[src/design/m6800_instruction_predecoder_core_assert.svh]
// assertion macros used by the predecoder rtl
`ifndef M6800_INSTRUCTION_PREDECODER_CORE_ASSERT_SVH
`define M6800_INSTRUCTION_PREDECODER_CORE_ASSERT_SVH

// same-cycle implication, checked outside reset
`define M6PD_ASSERT_NOW(label, ante, cons, msg) \
  label: assert property (@(posedge clk) disable iff (!rst_n) (ante) |-> (cons)) \
    else $error(msg);

// implication whose consequent is checked later than the antecedent, outside reset
`define M6PD_ASSERT_LAT2(label, ante, cons, msg) \
  label: assert property (@(posedge clk) disable iff (!rst_n) (ante) |-> ##2 (cons)) \
    else $error(msg);

`endif

[src/design/m6pd_pkg.sv]
// types, codes and opcode tables for the 6800 instruction predecoder
package m6pd_pkg;

  typedef struct packed {
    logic [15:0] pc;
    logic [7:0]  opcode;
    logic [7:0]  byte_one;
    logic [7:0]  byte_two;
  } in_item_t;

  typedef struct packed {
    logic [1:0]  length;
    logic [6:0]  mnemonic;
    logic [2:0]  mode;
    logic [1:0]  accumulator;
    logic [15:0] operand_value;
    logic        target_valid;
    logic [15:0] target;
    logic        is_call;
    logic        ref_valid;
  } out_item_t;

  // addressing modes
  localparam logic [2:0] MODE_INH  = 3'd0;
  localparam logic [2:0] MODE_IMM8 = 3'd1;
  localparam logic [2:0] MODE_IMM16 = 3'd2;
  localparam logic [2:0] MODE_DIR  = 3'd3;
  localparam logic [2:0] MODE_IDX  = 3'd4;
  localparam logic [2:0] MODE_EXT  = 3'd5;
  localparam logic [2:0] MODE_REL  = 3'd6;
  localparam logic [2:0] MODE_SWI  = 3'd7;

  // accumulator select
  localparam logic [1:0] ACC_NONE = 2'd0;
  localparam logic [1:0] ACC_A    = 2'd1;
  localparam logic [1:0] ACC_B    = 2'd2;

  // instruction lengths
  localparam logic [1:0] LEN_ONE   = 2'd1;
  localparam logic [1:0] LEN_TWO   = 2'd2;
  localparam logic [1:0] LEN_THREE = 2'd3;

  // mnemonic codes used by name
  localparam logic [6:0] MN_NONE = 7'd0;
  localparam logic [6:0] MN_BSR  = 7'd21;
  localparam logic [6:0] MN_CPX  = 7'd31;
  localparam logic [6:0] MN_JMP  = 7'd40;
  localparam logic [6:0] MN_JSR  = 7'd41;
  localparam logic [6:0] MN_LDS  = 7'd43;
  localparam logic [6:0] MN_LDX  = 7'd44;
  localparam logic [6:0] MN_STS  = 7'd63;
  localparam logic [6:0] MN_STX  = 7'd64;

  // opcodes with special handling
  localparam logic [7:0] OP_BSR     = 8'h8D;
  localparam logic [7:0] OP_JSR_IDX = 8'hAD;
  localparam logic [7:0] OP_JSR_EXT = 8'hBD;
  localparam logic [7:0] OP_SWI     = 8'h3F;
  localparam logic [7:0] OP_BRN     = 8'h21;
  localparam logic [3:0] HI_BRANCH  = 4'h2;

  // low nibbles of the upper half
  localparam logic [3:0] LO_CPX = 4'hC;
  localparam logic [3:0] LO_JSR = 4'hD;
  localparam logic [3:0] LO_LDS = 4'hE;

  // two-operand group, low nibble 0..b
  function automatic logic [6:0] acc_op(input logic [3:0] lo);
    logic [6:0] mn;
    unique case (lo)
      4'h0:    mn = 7'd65;
      4'h1:    mn = 7'd29;
      4'h2:    mn = 7'd58;
      4'h4:    mn = 7'd4;
      4'h5:    mn = 7'd13;
      4'h6:    mn = 7'd42;
      4'h7:    mn = 7'd62;
      4'h8:    mn = 7'd36;
      4'h9:    mn = 7'd2;
      4'hA:    mn = 7'd48;
      4'hB:    mn = 7'd3;
      default: mn = MN_NONE;
    endcase
    return mn;
  endfunction

  // unary group 0x40..0x7f
  function automatic logic [6:0] unary_op(input logic [3:0] lo);
    logic [6:0] mn;
    unique case (lo)
      4'h0:    mn = 7'd46;
      4'h3:    mn = 7'd30;
      4'h4:    mn = 7'd45;
      4'h6:    mn = 7'd54;
      4'h7:    mn = 7'd6;
      4'h8:    mn = 7'd5;
      4'h9:    mn = 7'd53;
      4'hA:    mn = 7'd33;
      4'hC:    mn = 7'd37;
      4'hD:    mn = 7'd71;
      4'hE:    mn = MN_JMP;
      4'hF:    mn = 7'd27;
      default: mn = MN_NONE;
    endcase
    return mn;
  endfunction

  // opcodes 0x00..0x3f
  function automatic logic [6:0] low_op(input logic [5:0] idx);
    logic [6:0] mn;
    unique case (idx)
      6'h01:   mn = 7'd47;
      6'h06:   mn = 7'd68;
      6'h07:   mn = 7'd70;
      6'h08:   mn = 7'd39;
      6'h09:   mn = 7'd35;
      6'h0A:   mn = 7'd28;
      6'h0B:   mn = 7'd61;
      6'h0C:   mn = 7'd25;
      6'h0D:   mn = 7'd59;
      6'h0E:   mn = 7'd26;
      6'h0F:   mn = 7'd60;
      6'h10:   mn = 7'd57;
      6'h11:   mn = 7'd24;
      6'h16:   mn = 7'd67;
      6'h17:   mn = 7'd69;
      6'h19:   mn = 7'd32;
      6'h1B:   mn = 7'd1;
      6'h20:   mn = 7'd20;
      6'h22:   mn = 7'd12;
      6'h23:   mn = 7'd15;
      6'h24:   mn = 7'd7;
      6'h25:   mn = 7'd8;
      6'h26:   mn = 7'd18;
      6'h27:   mn = 7'd9;
      6'h28:   mn = 7'd22;
      6'h29:   mn = 7'd23;
      6'h2A:   mn = 7'd19;
      6'h2B:   mn = 7'd17;
      6'h2C:   mn = 7'd10;
      6'h2D:   mn = 7'd16;
      6'h2E:   mn = 7'd11;
      6'h2F:   mn = 7'd14;
      6'h30:   mn = 7'd72;
      6'h31:   mn = 7'd38;
      6'h32:   mn = 7'd51;
      6'h33:   mn = 7'd52;
      6'h34:   mn = 7'd34;
      6'h35:   mn = 7'd73;
      6'h36:   mn = 7'd49;
      6'h37:   mn = 7'd50;
      6'h39:   mn = 7'd56;
      6'h3B:   mn = 7'd55;
      6'h3E:   mn = 7'd74;
      6'h3F:   mn = 7'd66;
      default: mn = MN_NONE;
    endcase
    return mn;
  endfunction

endpackage

[src/design/m6800_instruction_predecoder_core.sv]
// 6800 instruction predecoder: input register, decode, result register
//
// Usage:
//   Present pc, opcode and the two following bytes on in_item and raise
//   start; the item transfers at the rising edge where start is high and
//   busy is low. busy is always low, so one instruction can transfer on
//   every cycle.
//   The decoded instruction appears on out_item with out_strobe high for
//   exactly one cycle, after it has passed the input register and then
//   the decode into the result register.
//   Throughput is one instruction per cycle, set by the single decode
//   stage between the two registers.
//   The receiver cannot stall; it must take out_item while out_strobe is
//   high.
//   rst_n is synchronous and active low; it drops any instruction in
//   flight and holds out_strobe low.
//   The block keeps no state between instructions.
module m6800_instruction_predecoder_core (
  input  logic                clk,
  input  logic                rst_n,
  input  logic                start,
  output logic                busy,
  input  m6pd_pkg::in_item_t  in_item,
  output logic                out_strobe,
  output m6pd_pkg::out_item_t out_item
);
  import m6pd_pkg::*;

  `include "m6800_instruction_predecoder_core_assert.svh"

  in_item_t  in_item_r;
  logic      in_valid_r;
  logic      in_valid_nxt;
  out_item_t out_item_r;
  out_item_t dec;
  logic      out_strobe_r;

  assign busy         = 1'b0;
  assign in_valid_nxt = start && !busy;

  always_ff @(posedge clk) begin
    if (!rst_n) begin
      in_valid_r   <= 1'b0;
      out_strobe_r <= 1'b0;
    end else begin
      in_valid_r   <= in_valid_nxt;
      out_strobe_r <= in_valid_r;
    end
  end

  always_ff @(posedge clk) begin
    if (in_valid_nxt) begin
      in_item_r <= in_item;
    end
    if (in_valid_r) begin
      out_item_r <= dec;
    end
  end

  m6pd_decode u_decode (
    .item (in_item_r),
    .dec  (dec)
  );

  assign out_strobe = out_strobe_r;
  assign out_item   = out_item_r;

  `M6PD_ASSERT_LAT2(a_fixed_latency, start && !busy, out_strobe,
    "accepted instruction did not produce a result two cycles later")
  `M6PD_ASSERT_NOW(a_call_mnemonic, out_strobe && out_item.is_call,
    out_item.mnemonic == MN_BSR || out_item.mnemonic == MN_JSR,
    "call flag set on a mnemonic other than bsr or jsr")
  `M6PD_ASSERT_NOW(a_target_mode, out_strobe && out_item.target_valid,
    out_item.mode == MODE_REL || out_item.mode == MODE_EXT,
    "target given for a mode that cannot carry one")
  `M6PD_ASSERT_NOW(a_inherent_shape, out_strobe && out_item.mode == MODE_INH,
    out_item.length == LEN_ONE && out_item.operand_value == 16'd0,
    "inherent instruction with operand bytes")

endmodule

[src/design/m6pd_decode.sv]
// combinational decode of one 6800 instruction
module m6pd_decode (
  input  m6pd_pkg::in_item_t  item,
  output m6pd_pkg::out_item_t dec
);
  import m6pd_pkg::*;

  logic [7:0]  op;
  logic [3:0]  lo;
  logic [1:0]  grp;
  logic [15:0] word;
  logic [15:0] rel;

  assign op   = item.opcode;
  assign lo   = op[3:0];
  assign grp  = op[5:4];
  assign word = {item.byte_one, item.byte_two};
  // pc after a two-byte branch plus sign-extended offset, wraps at 16 bits
  assign rel  = item.pc + 16'd2 + {{8{item.byte_one[7]}}, item.byte_one};

  always_comb begin
    dec               = '0;
    dec.length        = LEN_ONE;
    dec.mnemonic      = MN_NONE;
    dec.mode          = MODE_INH;
    dec.accumulator   = ACC_NONE;
    if (op[7]) begin
      unique case (grp)
        2'd0: begin
          if (lo < LO_CPX || op == OP_BSR) begin
            dec.length        = LEN_TWO;
            dec.mode          = MODE_IMM8;
            dec.operand_value = {8'd0, item.byte_one};
          end else begin
            dec.length        = LEN_THREE;
            dec.mode          = MODE_IMM16;
            dec.operand_value = word;
            dec.ref_valid     = 1'b1;
          end
        end
        2'd1: begin
          dec.length        = LEN_TWO;
          dec.mode          = MODE_DIR;
          dec.operand_value = {8'd0, item.byte_one};
          dec.ref_valid     = 1'b1;
        end
        2'd2: begin
          dec.length        = LEN_TWO;
          dec.mode          = MODE_IDX;
          dec.operand_value = {8'd0, item.byte_one};
        end
        default: begin
          dec.length        = LEN_THREE;
          dec.mode          = MODE_EXT;
          dec.operand_value = word;
          dec.ref_valid     = 1'b1;
        end
      endcase
      priority if (lo < LO_CPX) begin
        dec.accumulator = op[6] ? ACC_B : ACC_A;
        dec.mnemonic    = acc_op(lo);
      end else if (lo == LO_CPX) begin
        dec.mnemonic = op[6] ? MN_NONE : MN_CPX;
      end else if (lo == LO_JSR) begin
        if (op == OP_BSR) begin
          dec.mnemonic     = MN_BSR;
          dec.mode         = MODE_REL;
          dec.is_call      = 1'b1;
          dec.target_valid = 1'b1;
          dec.target       = rel;
          dec.ref_valid    = 1'b1;
        end else if (op == OP_JSR_IDX) begin
          // target depends on x, so none is given
          dec.mnemonic = MN_JSR;
          dec.is_call  = 1'b1;
        end else if (op == OP_JSR_EXT) begin
          dec.mnemonic     = MN_JSR;
          dec.is_call      = 1'b1;
          dec.target_valid = 1'b1;
          dec.target       = word;
        end
      end else if (lo == LO_LDS) begin
        dec.mnemonic = op[6] ? MN_LDX : MN_LDS;
      end else begin
        dec.mnemonic = op[6] ? MN_STX : MN_STS;
      end
    end else if (op[6]) begin
      dec.mnemonic = unary_op(lo);
      unique case (grp)
        2'd0: dec.accumulator = ACC_A;
        2'd1: dec.accumulator = ACC_B;
        2'd2: begin
          dec.length        = LEN_TWO;
          dec.mode          = MODE_IDX;
          dec.operand_value = {8'd0, item.byte_one};
        end
        default: begin
          dec.length        = LEN_THREE;
          dec.mode          = MODE_EXT;
          dec.operand_value = word;
          dec.ref_valid     = 1'b1;
          if (dec.mnemonic == MN_JMP) begin
            dec.target_valid = 1'b1;
            dec.target       = word;
          end
        end
      endcase
    end else begin
      dec.mnemonic = low_op(op[5:0]);
      if (op[7:4] == HI_BRANCH && op != OP_BRN) begin
        dec.length        = LEN_TWO;
        dec.mode          = MODE_REL;
        dec.operand_value = {8'd0, item.byte_one};
        dec.target_valid  = 1'b1;
        dec.target        = rel;
        dec.ref_valid     = 1'b1;
      end else if (op == OP_SWI) begin
        dec.length        = LEN_TWO;
        dec.mode          = MODE_SWI;
        dec.operand_value = {8'd0, item.byte_one};
      end
    end
  end

endmodule
[config.mk]
export PLATFORM = sky130hd
export DESIGN_NAME = m6800_instruction_predecoder_core
export DESIGN_NICKNAME = d
export VERILOG_FILES = /design/src/design/m6pd_pkg.sv /design/src/design/m6800_instruction_predecoder_core.sv /design/src/design/m6pd_decode.sv
export VERILOG_INCLUDE_DIRS = /design/src /design/src/design
export SDC_FILE = /design/constraint.sdc
export NUM_CORES = 1
export LEC_CHECK = 0
export ABC_AREA = 1
export BUFFER_PORTS_ARGS = -buffer_cell sky130_fd_sc_hd__buf_4
export CORE_MARGIN = 5
export CORE_UTILIZATION = 61
export DETAILED_ROUTE_END_ITERATION = 7
export GPL_ROUTABILITY_DRIVEN = 1
export HOLD_SLACK_MARGIN = 0.12
export PLACE_DENSITY = 0.85
export SLEW_MARGIN = 20
export SYNTH_ARGS = -nofsm -noshare
export SYNTH_HDL_FRONTEND = slang
export SYNTH_HIERARCHICAL = 1
export SYNTH_SLANG_ARGS = --single-unit
[constraint.sdc]
create_clock -name clk -period 3.47 [get_ports clk]
set_input_delay 0.694 -clock clk [delete_from_list [all_inputs] [get_ports clk]]
set_output_delay 0.694 -clock clk [all_outputs]
set_load 0.005 [all_outputs]
* Yosys cells after proc, flatten, opt, wreduce, memory -nomap -nowiden
Memories as Yosys holds them, arrays and structs flattened. A register that Yosys moved wholly into a read port is not among the register bits. Index checks and enable logic that the tools add are counted.
Word-level totals: input bits 43, logic and storage cells 100, output and inout bits 51, bits in read-only memories 672, register bits 91, memories 3
Operators by class: bitwise operators 2, order comparisons 1, mux-type cells 58, add/subtract/negate cells 2, eq/ne operators 12, reductions and logical operators 7
Memories:
- (name not given) | words 64, bits a word 7, read ports 1, clocked after Yosys merged registers in 1, write ports 0, RTL line m6pd_pkg.sv:111 | unique case (idx)
- (name not given) | words 16, bits a word 7, read ports 1, clocked after Yosys merged registers in 1, write ports 0, RTL line m6pd_pkg.sv:70 | unique case (lo)
- (name not given) | words 16, bits a word 7, read ports 1, clocked after Yosys merged registers in 1, write ports 0, RTL line m6pd_pkg.sv:90 | unique case (lo)
Operators by type and width (count):
- 2-to-1 mux 17 bit | 4
- case mux 16 bit (2 select lines) | 2
- 2-to-1 mux 19 bit | 3
- 2-to-1 mux 7 bit | 8
- 2-to-1 mux 47 bit | 1
- 2-to-1 mux 18 bit | 2
- 2-to-1 mux 33 bit | 1
- 2-to-1 mux 16 bit | 2
- == test 8 bit (second input constant) | 3
- 2-to-1 mux 3 bit | 7
- 2-to-1 mux 6 bit | 3
- adder 16 bit | 1
- adder 16 x 2 -> 16 bit (second input constant) | 1
- == test 4 bit (second input constant) | 3
- 2-to-1 mux 12 bit | 1
- 2-to-1 mux 2 bit | 6
- case mux 3 bit (3 select lines) | 1
- == test 8 x 6 -> 1 bit (second input constant) | 1
- 2-to-1 mux 1 bit | 8
- 2-to-1 mux 4 bit | 2
- 2-to-1 mux 8 bit | 1
- != test 8 x 6 -> 1 bit (second input constant) | 1
- case mux 2 bit (2 select lines) | 2
- == test 7 x 6 -> 1 bit (second input constant) | 1
- 14 further kinds | 17

* Logic depth before layout (Yosys ltp)
Gate-level depths: netlist of the first run.
depth in word-level cells 9, gate-level depth with buffers 14, gate-level depth less buffers 14

* Hierarchy
Netlist of the first run, hierarchy kept.
Modules (own cells, without submodules):
- m6pd_decode | sequential area each 0.0 um2, cells an instance 621, times used 1, area an instance 3120.5 um2
- m6800_instruction_predecoder_core | sequential area each 2712.6 um2, cells an instance 97, times used 1, area an instance 2738.9 um2

* Worst setup path before layout of the first run
Ideal clock, no wire load.
path kind register -> register, from reg in_item_r[15] (netlist name), to reg out_item_r, in the netlist out_item[10] (data pin), path buffers 0, arrival 1906 ps, library setup time 253 ps, data required time 3217 ps, path slack 1311 ps, clock period less this slack 2159 ps, stages on the path, launching flop included 10, cell sequence edfxtp_1 -> ha_1 -> ha_1 -> nand2_1 -> inv_1 -> a21oi_1 -> nand2_1 -> or2_2 -> nand3_1 -> nand2_1
RTL lines:
- start, declared | RTL line m6800_instruction_predecoder_core.sv:31 | in_item_t in_item_r;
- start signal, assigned | RTL line m6800_instruction_predecoder_core.sv:53 | in_item_r <= in_item;
- end signal, assigned | RTL line m6800_instruction_predecoder_core.sv:56 | out_item_r <= dec;
- end, declared | RTL line m6800_instruction_predecoder_core.sv:34 | out_item_t out_item_r;

==> results of run 1 <==
## synth_stat cells, drive strengths merged
library cell	count	share of area
o21bai	1	0.0032
fa	1	0.0034
or2	5	0.0053
o21ai	22	0.019
o21a	1	0.0013
nand3b	4	0.0051
conb	1	0.00064
buf	15	0.018
nand3	86	0.075
a31oi	3	0.0032
xor2	3	0.0045
clkbuf	5	0.0034
edfxtp	89	0.46
dfxtp	2	0.0068
nand4	8	0.0085
inv	80	0.051
xnor2	2	0.0030
o211ai	4	0.0051
a22oi	1	0.0013
nor2	58	0.038
ha	43	0.092
nand2	251	0.16
a21oi	23	0.022
nor3	3	0.0026
clkinv	2	0.0013
a32oi	5	0.0075
## worst max path at each step
stage	startpoint	to	slack, ps
floorplan	in_item_r[15]$_DFFE_PP_	out_item[10]$_DFFE_PP_	1310
global placement	in_item_r[20]$_DFFE_PP_	out_item[18]$_DFFE_PP_	690
detailed placement	in_item_r[20]$_DFFE_PP_	out_item[18]$_DFFE_PP_	670
CTS	in_item_r[20]$_DFFE_PP_	out_item[18]$_DFFE_PP_	630
global route	in_item_r[20]$_DFFE_PP_	out_item[18]$_DFFE_PP_	360
finish	in_item_r[20]$_DFFE_PP_	out_item[18]$_DFFE_PP_	530
## final cells by class
cell class                 count  share of cell area
clock buffer                   9              0.0181
timing repair buffer         100               0.110
tap                          129              0.0236
sequential                    91               0.397
clock inverter                 7              0.0111
inverter                      82              0.0449
multi-input combinational    525               0.396
## layout by cell type (no fill, tap or decap), drive strengths merged, types with 8 or more instances in the layout
cell type  instances
a21oi             23
nand4              8
inv               82
ha                43
clkbuf             9
nand3             86
nand2            251
edfxtp            89
o21ai             22
buf              100
nor2              58
## cells by family (layout without fill, tap and decap cells)
family	count (synthesis)	count (layout)	synth area share
AND/OR/NAND/NOR	415	415	0.297
buffers and inverters	102	198	0.0739
flip-flops	91	91	0.463
AO/OA/AOI/OAI	60	60	0.0626
adder cells (fa/ha/maj)	44	44	0.0952
XOR/XNOR	5	5	0.00748
other	1	1	0.000640
## metrics by stage
| stage | total power, mW | utilization | area [um2] | hold WS, ps |
|---|---|---|---|---|
| 2_1_floorplan | 1.89 | - | 5860 | 536 |
| 3_3_place_gp | 2.16 | 0.716 | 6650 | 581 |
| 3_5_place_dp | 2.17 | 0.716 | 6650 | 588 |
| 4_1_cts | 2.90 | 0.738 | 6850 | 488 |
| 5_1_grt | 3.07 | 0.738 | 6850 | 475 |
| 6_report | 2.91 | 0.738 | 6850 | 499 |
## registers in the layout (all words and copies together) (netlist names)
name and count:
out_strobe 1, out_item 49, in_item_r 40, in_valid_r 1
## metal layers
| layer | vias up | share of wire |
|---|---|---|
| met5 | - | 0 |
| met4 | 0 | 0.024 |
| met3 | 45 | 0.11 |
| met2 | 363 | 0.46 |
| met1 | 2491 | 0.40 |
| li1 | 2568 | - |
## power breakdown
part | internal, mW | switching (mW) | total, mW
sequential | 1.31 | 0.0847 | 1.40
clock | 0.339 | 0.389 | 0.728
combinational | 0.305 | 0.482 | 0.788
total | 1.96 | 0.956 | 2.91
## worst max-delay path, stage by stage, from the launching register on
cell	delay, ps
sky130_fd_sc_hd__edfxtp_1	810
sky130_fd_sc_hd__clkinv_1	480
sky130_fd_sc_hd__ha_1	440
sky130_fd_sc_hd__nand3_2	170
sky130_fd_sc_hd__inv_1	80
sky130_fd_sc_hd__nand2_1	160
sky130_fd_sc_hd__nand2_2	260
sky130_fd_sc_hd__a21oi_1	190
sky130_fd_sc_hd__o21ai_0	110
==> insert_results.sql, run 1 <==
INSERT INTO impl_metrics (metric_group, metric, value, unit) VALUES
('status', 'result_of_the_run', 'complete, no violations', ''),
('hold_path', 'holdCritPathClass', 'in2reg', ''),
('drt', 'drtIter0Drc', '701', ''),
('clock_tree', 'cts_inserted_buffers', '9', ''),
('setup_path', 'timing.setup.critical_path_class', 'reg2reg', ''),
('clock_tree', 'sink_count_of_the_clock_tree', '91', ''),
('drt', 'vias', '5467', ''),
('floorplanning', 'design.core.area', '9280', 'um2'),
('drt', 'totalWireLength', '16200', 'um'),
('setup_path', 'regToRegStartpoint', 'in_item_r[20]$_DFFE_PP_', ''),
('clock_tree', 'cts_root_buffer', 'sky130_fd_sc_hd__clkbuf_8', ''),
('grt', 'grt_most_used_layer', 'met2', ''),
('timing', 'achievable-frequency', '0.340', 'GHz'),
('grt', 'grt_antenna_before_repair', '0', ''),
('yosys', 'synth_fp_nets', '805', ''),
('power', 'cellPowerDensity', '425', 'nW/um2'),
('timing', 'timing_hold_violations_final', '0', ''),
('hold_path', 'hold_end', 'in_item_r[34]$_DFFE_PP_', ''),
('timing', 'timing.final.max_slew_violations', '0', ''),
('yosys', 'ys_seq_area_frac', '0.463', ''),
('final_layout', 'multi_input_area', '2710', 'um2'),
('grt', 'grt_util_met1', '0.385', ''),
('yosys', 'synthesis.yosys.warnings', '6', ''),
('clock_tree', 'cts-hold-fix-buffers', '0', ''),
('yosys', 'syn-mean-instance-area', '8.16', 'um2'),
('timing', 'worst-slew-pin-transition', '696', 'ps'),
('clock_tree', 'cts_max_level', '3', ''),
('timing', 'fin_ws', '530', 'ps'),
('timing', 'slew-limit-headroom', '0.536', ''),
('job', 'drv.max_cap_violation_count', '0', ''),
('timing', 'final_min_period_over_clock_period', '0.847', ''),
('yosys', 'postSynthCellCount', '718', ''),
('place', 'number_of_port_buffers', '92', ''),
('grt', 'grt_first_pass_wirelength', '25500', 'um'),
('floorplanning', 'start_util', '0.631', ''),
('yosys', 'cell_area_after_synthesis', '5860', 'um2'),
('yosys', 'ys_ff_latch', '91', ''),
('place', 'place.gp.congestion', '1.13', ''),
('grt', 'globalRouteOverflowTotal', '0', ''),
('timing', 'timing.final.setup_violations', '0', ''),
('place', 'pre_cts_ws', '669', 'ps'),
('clock_tree', 'clk-insertion-delay-late', '370', 'ps'),
('drt', 'ant_nets', '0', ''),
('floorplanning', 'rows', '35', ''),
('final_layout', 'filler_cell_count', '694', ''),
('hold_path', 'hold_path_startpoint', 'in_item[34]', ''),
('yosys', 'yosys.cell_types.count', '37', ''),
('place', 'dp_hpwl', '12200', 'um'),
('clock_tree', 'clockBufferDepth', '2', ''),
('final_layout', 'final_layout_size_suffix_gt1_frac', '0.167', ''),
('floorplanning', 'chipWidth', '108', 'um'),
('timing', 'fin_skew', '9.86', 'ps'),
('setup_path', 'critPathRequiredTime', '3590', 'ps'),
('final_layout', 'area_delta_synth_final', '16.9', '%'),
('clock_tree', 'post-cts-setup-buffers', '0', ''),
('place', 'dp_cells', '927', ''),
('final_layout', 'post_layout_nonfiller_instances', '943', ''),
('floorplanning', 'floorplan.die.height', '108', 'um'),
('timing', 'setup_total_negative_slack', '0', 'ps'),
('drt', 'firstDrtPassIters', '8', ''),
('grt', 'grt_pass1_vias', '5121', ''),
('power', 'power.leakage', '3.30', 'nW'),
('setup_path', 'setup_slack_reg_to_reg', '530', 'ps'),
('grt', 'groute.layer.met2.usage', '0.440', ''),
('clock_tree', 'tritoncts', 'done', ''),
('floorplanning', 'io_pins', '94', ''),
('grt', 'track_usage', '0.282', ''),
('final_layout', 'design.final.nets', '896', ''),
('clock_tree', 'clkTransAtPathRegs', '90', 'ps'),
('final_layout', 'n_antenna_cell', '0', ''),
('grt', 'grt_max_degree', '51', '');
Note: power is estimated with default switching activity, not from simulation.
==> run 2: changes to the inputs <==
--- a/config.mk
+++ b/config.mk
@@ -9,11 +9,11 @@
 export ABC_AREA = 1
 export BUFFER_PORTS_ARGS = -buffer_cell sky130_fd_sc_hd__buf_4
 export CORE_MARGIN = 5
-export CORE_UTILIZATION = 61
+export CORE_UTILIZATION = 57
 export DETAILED_ROUTE_END_ITERATION = 7
 export GPL_ROUTABILITY_DRIVEN = 1
 export HOLD_SLACK_MARGIN = 0.12
-export PLACE_DENSITY = 0.85
+export PLACE_DENSITY = 0.8
 export SLEW_MARGIN = 20
 export SYNTH_ARGS = -nofsm -noshare
 export SYNTH_HDL_FRONTEND = slang
==> constraint.sdc (replaced) <==
create_clock -name clk -period 2.9 [get_ports clk]
set_input_delay 0.58 -clock clk [delete_from_list [all_inputs] [get_ports clk]]
set_output_delay 0.58 -clock clk [all_outputs]
set_load 0.005 [all_outputs]
==> run 2 against run 1 <==
  * Sequential power grew 18%
  * Routed wire length increased by 2.0%
  * Non-clock buffer count grew 14
  * Combinational power increased by 24%
  * Worst hold slack got worse by 130 ps
  * Sequential cell count stayed put
  * Clock power grew 23%
  * Die area rose by 6.4%
==> insert_results.sql, run 2 (synthesized netlist as in run 1, its figures left out) <==
INSERT INTO impl_metrics (metric_group, metric, value, unit) VALUES
('place', 'postPlaceCellArea', '6770', 'um2'),
('setup_path', 'worstSetupEndpointType', 'register', ''),
('final_layout', 'final_layout_size_suffix_gt1_frac', '0.180', ''),
('timing', 'final_min_period_over_clock_period', '0.893', ''),
('setup_path', 'path_max_fanout', '5', ''),
('floorplanning', 'start_util', '0.575', ''),
('clock_tree', 'cts-hold-fix-buffers', '0', ''),
('drt', 'firstDrtPassIters', '6', ''),
('clock_tree', 'cts_max_level', '3', ''),
('timing', 'timing_hold_violations_final', '0', ''),
('place', 'dp_cells', '948', ''),
('drt', 'wl_per_cell', '17.1', 'um'),
('clock_tree', 'clockBufferDepth', '2', ''),
('drt', 'vias', '5472', ''),
('timing', 'min_period', '2590', 'ps'),
('timing', 'setup_total_negative_slack', '0', 'ps'),
('final_layout', 'register_area', '2710', 'um2'),
('timing', 'fin_skew', '12.1', 'ps'),
('timing', 'worst-slew-pin-transition', '615', 'ps'),
('status', 'result_of_the_run', 'complete, no violations', ''),
('final_layout', 'n_antenna_cell', '0', ''),
('grt', 'grt_first_pass_wirelength', '26200', 'um'),
('drt', 'drt-vias-per-instance', '5.68', ''),
('clock_tree', 'clk-insertion-delay-late', '380', 'ps'),
('floorplanning', 'floorplan.die.height', '111', 'um'),
('final_layout', 'layout_commonest_cell', 'sky130_fd_sc_hd__nand2_1', ''),
('hold_path', 'holdCritPathClass', 'in2reg', ''),
('power', 'power.leakage', '3.37', 'nW'),
('power', 'ir_worst_vdd', '0.339', 'mV'),
('grt', 'grt_max_degree', '51', ''),
('grt', 'grt_pass1_vias', '5053', ''),
('timing', 'timing.final.max_slew_violations', '0', ''),
('final_layout', 'utilization', '0.685', ''),
('timing', 'achievable-frequency', '0.386', 'GHz'),
('clock_tree', 'post-cts-setup-buffers', '0', ''),
('clock_tree', 'clkTransAtPathRegs', '90', 'ps'),
('drt', 'ant_nets', '0', ''),
('timing', 'hold_slack', '371', 'ps'),
('timing', 'rsz_0062_raised_after_global_routing', 'no', ''),
('final_layout', 'fin_area', '6970', 'um2'),
('place', 'place.gp.congestion', '1.06', ''),
('clock_tree', 'cts_inserted_buffers', '9', ''),
('setup_path', 'cp_delay_by_family_top', 'adder cells', ''),
('clock_tree', 'tritoncts', 'done', ''),
('final_layout', 'design.final.nets', '910', ''),
('grt', 'track_usage', '0.265', ''),
('drt', 'drc', '0', ''),
('clock_tree', 'cts_resized', '0', ''),
('setup_path', 'timing.critical_path.from_type', 'register', ''),
('clock_tree', 'cts_root_buffer', 'sky130_fd_sc_hd__clkbuf_8', ''),
('final_layout', 'area_delta_synth_final', '19.0', '%'),
('place', 'number_of_port_buffers', '92', ''),
('final_layout', 'post_layout_nonfiller_instances', '964', ''),
('final_layout', 'filler_cell_count', '821', ''),
('drt', 'drtIter0Drc', '563', ''),
('timing', 'slew-limit-headroom', '0.590', ''),
('timing', 'timing.final.setup_violations', '0', ''),
('setup_path', 'worst_path_max_delay_cell', 'sky130_fd_sc_hd__edfxtp_1', ''),
('floorplanning', 'design.core.area', '10200', 'um2'),
('grt', 'globalRouteOverflowTotal', '0', ''),
('place', 'dp_hpwl', '12600', 'um'),
('setup_path', 'worstPathCellList', 'inv_1, ha_1, inv_1, ha_1, inv_1, fa_1, inv_1, nand3_1, nand3_1, nand3_1, nand3_1, nand2_1, nand3_1, nand2_1', ''),
('power', 'cellPowerDensity', '505', 'nW/um2'),
('floorplanning', 'rows', '37', ''),
('final_layout', 'layout_common_cells', 'sky130_fd_sc_hd__nand2_1, sky130_fd_sc_hd__buf_4, sky130_fd_sc_hd__edfxtp_1', ''),
('floorplanning', 'die-area', '12400', 'um2'),
('setup_path', 'critPathBufInv', '4', ''),
('final_layout', 'largest_register_ff_count', '49', ''),
('floorplanning', 'chipWidth', '111', 'um'),
('setup_path', 'worstPathArrival', '2730', 'ps'),
('final_layout', 'multi_input_area', '2710', 'um2'),
('setup_path', 'critical_path.most_common_cell', 'sky130_fd_sc_hd__nand3_1', ''),
('job', 'drv.max_cap_violation_count', '0', ''),
('setup_path', 'slowest_stage_delay_cp', '490', 'ps'),
('floorplanning', 'io_pins', '94', ''),
('clock_tree', 'sink_count_of_the_clock_tree', '91', ''),
('setup_path', 'setup_slack_reg_to_reg', '310', 'ps'),
('setup_path', 'timing.setup.critical_path_class', 'reg2reg', ''),
('setup_path', 'critPathRequiredTime', '3040', 'ps'),
('drt', 'totalWireLength', '16500', 'um'),
('grt', 'grt_antenna_before_repair', '0', '');
==> run 2: cell types whose count changed in the layout (fill, tap and decap cells not counted), sizes merged <==
cell,delta
buf,+14
clkinv,-2
clkbuf,+1
inv,+1
==> run 2: final timing paths <==
path	startpoint	end	depth (start not counted)
max reg2reg	in_item_r[9]$_DFFE_PP_	out_item[15]$_DFFE_PP_	14
min reg2reg	in_item_r[3]$_DFFE_PP_	out_item[5]$_DFFE_PP_	2
min	in_item[11]	in_item_r[11]$_DFFE_PP_	1
max	in_item_r[9]$_DFFE_PP_	out_item[15]$_DFFE_PP_	14
==> run 2: metrics by stage <==
stage	setup WS, ps	total power [mW]
final	311	3.52
after global routing	174	3.71
after CTS	377	3.52
after detailed placement	392	2.63
after global placement	428	2.62
after floorplan	741	2.26
==> run 2: metal layers <==
metal / share of wire / vias to the layer above / global-route usage / wire, um
met5: 0 / - / 0 / 0
li1: - / 2589 / - / -
met2: 0.48 / 332 / 0.437 / 7840
met3: 0.092 / 40 / 0.0429 / 1520
met4: 0.033 / 0 / 0.106 / 540
met1: 0.40 / 2511 / 0.352 / 6590
==> run 2: final cells by class <==
class | count | area share
clock inverter | 6 | 0.0102
sequential | 91 | 0.389
timing repair buffer | 114 | 0.125
clock buffer | 10 | 0.0183
multi-input combinational | 525 | 0.389
tap | 136 | 0.0244
inverter | 82 | 0.0441
==> run 2: worst reg2reg max path, stage by stage, from the launching register on <==
cell and delay, ps:
sky130_fd_sc_hd__edfxtp_1 490, sky130_fd_sc_hd__inv_1 180, sky130_fd_sc_hd__ha_1 250, sky130_fd_sc_hd__inv_1 60, sky130_fd_sc_hd__ha_1 160, sky130_fd_sc_hd__inv_1 60, sky130_fd_sc_hd__fa_1 390, sky130_fd_sc_hd__inv_1 110
sky130_fd_sc_hd__nand3_1 80, sky130_fd_sc_hd__nand3_1 170, sky130_fd_sc_hd__nand3_1 120, sky130_fd_sc_hd__nand3_1 90, sky130_fd_sc_hd__nand2_1 60, sky130_fd_sc_hd__nand3_1 80, sky130_fd_sc_hd__nand2_1 70
==> run 2: power by group <==
group          total (mW)  internal, mW  switching, mW
combinational       0.979         0.380          0.599
clock               0.897         0.410          0.487
sequential           1.65          1.57         0.0760
total                3.52          2.36           1.16
==> run 3: changes to the inputs <==
--- a/config.mk
+++ b/config.mk
@@ -8,12 +8,14 @@
 export LEC_CHECK = 0
 export ABC_AREA = 1
 export BUFFER_PORTS_ARGS = -buffer_cell sky130_fd_sc_hd__buf_4
+export CELL_PAD_IN_SITES_DETAIL_PLACEMENT = 1
+export CELL_PAD_IN_SITES_GLOBAL_PLACEMENT = 1
 export CORE_MARGIN = 5
-export CORE_UTILIZATION = 57
+export CORE_UTILIZATION = 42
 export DETAILED_ROUTE_END_ITERATION = 7
 export GPL_ROUTABILITY_DRIVEN = 1
 export HOLD_SLACK_MARGIN = 0.12
-export PLACE_DENSITY = 0.8
+export PLACE_DENSITY_LB_ADDON = 0.1
 export SLEW_MARGIN = 20
 export SYNTH_ARGS = -nofsm -noshare
 export SYNTH_HDL_FRONTEND = slang
==> run 3 against run 2 <==
  * Total power increased by 12%
  * Count of clock-buffer cells in the layout did not move
  * Global-route usage is 2.8 points lower
  * Sequential power about the same
  * Clock power is 44% higher
  * Die area increased by 32%
  * Final cell count is 5.0% higher
  * Critical path type unchanged
  * Critical endpoint is now out_item[28]$_DFFE_PP_
==> insert_results.sql, run 3 (synthesized netlist as in run 1, its figures left out) <==
INSERT INTO impl_metrics (metric_group, metric, value, unit) VALUES
('power', 'power.share.switching', '0.310', ''),
('drt', 'drc', '0', ''),
('final_layout', 'layout_common_cells', 'sky130_fd_sc_hd__nand2_1, sky130_fd_sc_hd__buf_4, sky130_fd_sc_hd__edfxtp_1', ''),
('power', 'power.leakage', '3.44', 'nW'),
('power', 'power.combinational.fraction', '0.255', ''),
('floorplanning', 'design.core.area', '13800', 'um2'),
('final_layout', 'utilization', '0.521', ''),
('final_layout', 'fin_area', '7170', 'um2'),
('drt', 'vias', '5468', ''),
('place', 'number_of_port_buffers', '92', ''),
('hold_path', 'hold-path-cell-count', '1', ''),
('drt', 'drt-vias-per-instance', '5.40', ''),
('final_layout', 'final_layout_size_suffix_gt1_frac', '0.184', ''),
('floorplanning', 'start_util', '0.425', ''),
('timing', 'worst-slew-pin-transition', '595', 'ps'),
('timing', 'slew-limit-headroom', '0.604', ''),
('timing', 'setup_total_negative_slack', '0', 'ps'),
('place', 'postPlaceCellArea', '6850', 'um2'),
('timing', 'achievable-frequency', '0.367', 'GHz'),
('floorplanning', 'die-area', '16400', 'um2'),
('drt', 'wl_per_cell', '19.1', 'um'),
('drt', 'drtIter0Drc', '378', ''),
('power', 'post-layout-total-power', '3.94', 'mW'),
('power', 'cell_internal_pwr', '2.72', 'mW'),
('hold_path', 'hold_path_startpoint', 'in_item[26]', ''),
('power', 'ir_worst_vdd', '0.279', 'mV'),
('clock_tree', 'cts_max_level', '3', ''),
('clock_tree', 'cts_root_buffer', 'sky130_fd_sc_hd__clkbuf_16', ''),
('grt', 'track_usage', '0.238', ''),
('drt', 'ant_nets', '0', ''),
('clock_tree', 'clk-insertion-delay-late', '340', 'ps'),
('timing', 'timing.final.max_slew_violations', '0', ''),
('drt', 'firstDrtPassIters', '5', ''),
('grt', 'globalRouteOverflowTotal', '0', ''),
('power', 'cellPowerDensity', '550', 'nW/um2'),
('timing', 'fin_skew', '6.46', 'ps'),
('setup_path', 'crit_path_start', 'in_item_r[17]$_DFFE_PP_', ''),
('status', 'result_of_the_run', 'complete, no violations', ''),
('clock_tree', 'clkTransAtPathRegs', '70', 'ps'),
('clock_tree', 'clockBufferDepth', '2', ''),
('grt', 'grt_max_degree', '42', ''),
('final_layout', 'layout_commonest_cell', 'sky130_fd_sc_hd__nand2_1', ''),
('setup_path', 'worstSetupEndpointType', 'register', ''),
('hold_path', 'holdCritPathClass', 'in2reg', ''),
('floorplanning', 'io_pins', '94', ''),
('power', 'net-switching-power', '1.22', 'mW'),
('place', 'dp_hpwl', '14900', 'um'),
('place', 'place.gp.congestion', '0.935', ''),
('timing', 'rsz_0062_raised_after_global_routing', 'no', ''),
('grt', 'grt_antenna_before_repair', '0', ''),
('clock_tree', 'cts_inserted_buffers', '9', ''),
('final_layout', 'area_delta_synth_final', '22.4', '%'),
('job', 'drv.max_cap_violation_count', '0', ''),
('floorplanning', 'chipWidth', '128', 'um'),
('drt', 'totalWireLength', '19300', 'um'),
('setup_path', 'timing.setup.critical_path_class', 'reg2reg', ''),
('timing', 'final_min_period_over_clock_period', '0.939', ''),
('floorplanning', 'rows', '43', ''),
('final_layout', 'largest_register_ff_count', '49', ''),
('setup_path', 'critPathRequiredTime', '2980', 'ps'),
('setup_path', 'r2r.worst_path.cells', '9', ''),
('setup_path', 'worstPathArrival', '2800', 'ps'),
('power', 'power_frac_clock', '0.327', ''),
('timing', 'timing_hold_violations_final', '0', ''),
('timing', 'timing.final.setup_violations', '0', ''),
('hold_path', 'hold_end', 'in_item_r[26]$_DFFE_PP_', ''),
('timing', 'min_period', '2720', 'ps'),
('setup_path', 'regToRegStartpoint', 'in_item_r[17]$_DFFE_PP_', ''),
('clock_tree', 'cts_resized', '0', ''),
('clock_tree', 'tritoncts', 'done', ''),
('setup_path', 'critical_path.reg2reg.endpoint', 'out_item[28]$_DFFE_PP_', ''),
('setup_path', 'setup_slack_reg_to_reg', '180', 'ps'),
('clock_tree', 'sink_count_of_the_clock_tree', '91', ''),
('grt', 'grt_first_pass_wirelength', '30300', 'um'),
('final_layout', 'design.final.nets', '914', ''),
('final_layout', 'n_antenna_cell', '0', ''),
('setup_path', 'path_max_fanout', '9', ''),
('clock_tree', 'cts-hold-fix-buffers', '0', ''),
('grt', 'grt_pass1_vias', '5700', ''),
('floorplanning', 'floorplan.die.height', '128', 'um'),
('power', 'power.sequential.fraction', '0.418', ''),
('setup_path', 'timing.critical_path.from_type', 'register', ''),
('clock_tree', 'post-cts-setup-buffers', '0', '');
run 3: worst max path at each step:
stage | to | slack [ps] | cells after the start
finish | out_item[28]$_DFFE_PP_ | 180 | 9
global route | out_item[30]$_DFFE_PP_ | 30 | 9
CTS | out_item[28]$_DFFE_PP_ | 180 | 9
detailed placement | out_item[28]$_DFFE_PP_ | 210 | 9
global placement | out_item[31]$_DFFE_PP_ | 260 | 9
floorplan | out_item[10]$_DFFE_PP_ | 740 | 9
run 3: area by class of cell:
| class | instances | area (um2) |
|---|---|---|
| multi-input cells | 525 | 2710 |
| well taps | 180 | 225 |
| flip-flops and latches | 91 | 2710 |
| clock buffers | 10 | 229 |
| inverters | 82 | 308 |
| fillers | 1716 | 6600 |
| clock inverters | 6 | 93.8 |
| repair buffers | 118 | 886 |
run 3: through the flow:
step	hold WS [ps]	setup slack [ps]	cells
2_1_floorplan	536	741	718
3_3_place_gp	583	256	996
3_5_place_dp	610	207	996
4_1_cts	392	178	1012
5_1_grt	391	28.5	1012
6_report	408	176	1012
run 3: per-layer routing:
metal  global-route usage  part of all wire
met4               0.0980             0.029
met2                0.417              0.51
met1                0.293              0.41
met3               0.0329             0.052
met5                    0                 0
run 3: power groups by stage:
stage	clock network [mW]	registers [mW]	logic, mW
final	1.29	1.65	1.01
after global routing	1.38	1.66	1.12
after CTS	1.33	1.65	1.00
after detailed placement	0	1.68	0.991
after global placement	0	1.67	0.965
after floorplan	0	1.66	0.598
run 3: worst max-delay path: stages (launching register included):
cell                       delay, ps
sky130_fd_sc_hd__edfxtp_1        380
sky130_fd_sc_hd__inv_1           190
sky130_fd_sc_hd__ha_1            400
sky130_fd_sc_hd__inv_1           130
sky130_fd_sc_hd__nor2_1          240
sky130_fd_sc_hd__nand3_2         190
sky130_fd_sc_hd__nand3_1         210
sky130_fd_sc_hd__nand2_2         200
sky130_fd_sc_hd__a21oi_4         430
sky130_fd_sc_hd__nor2_1           90
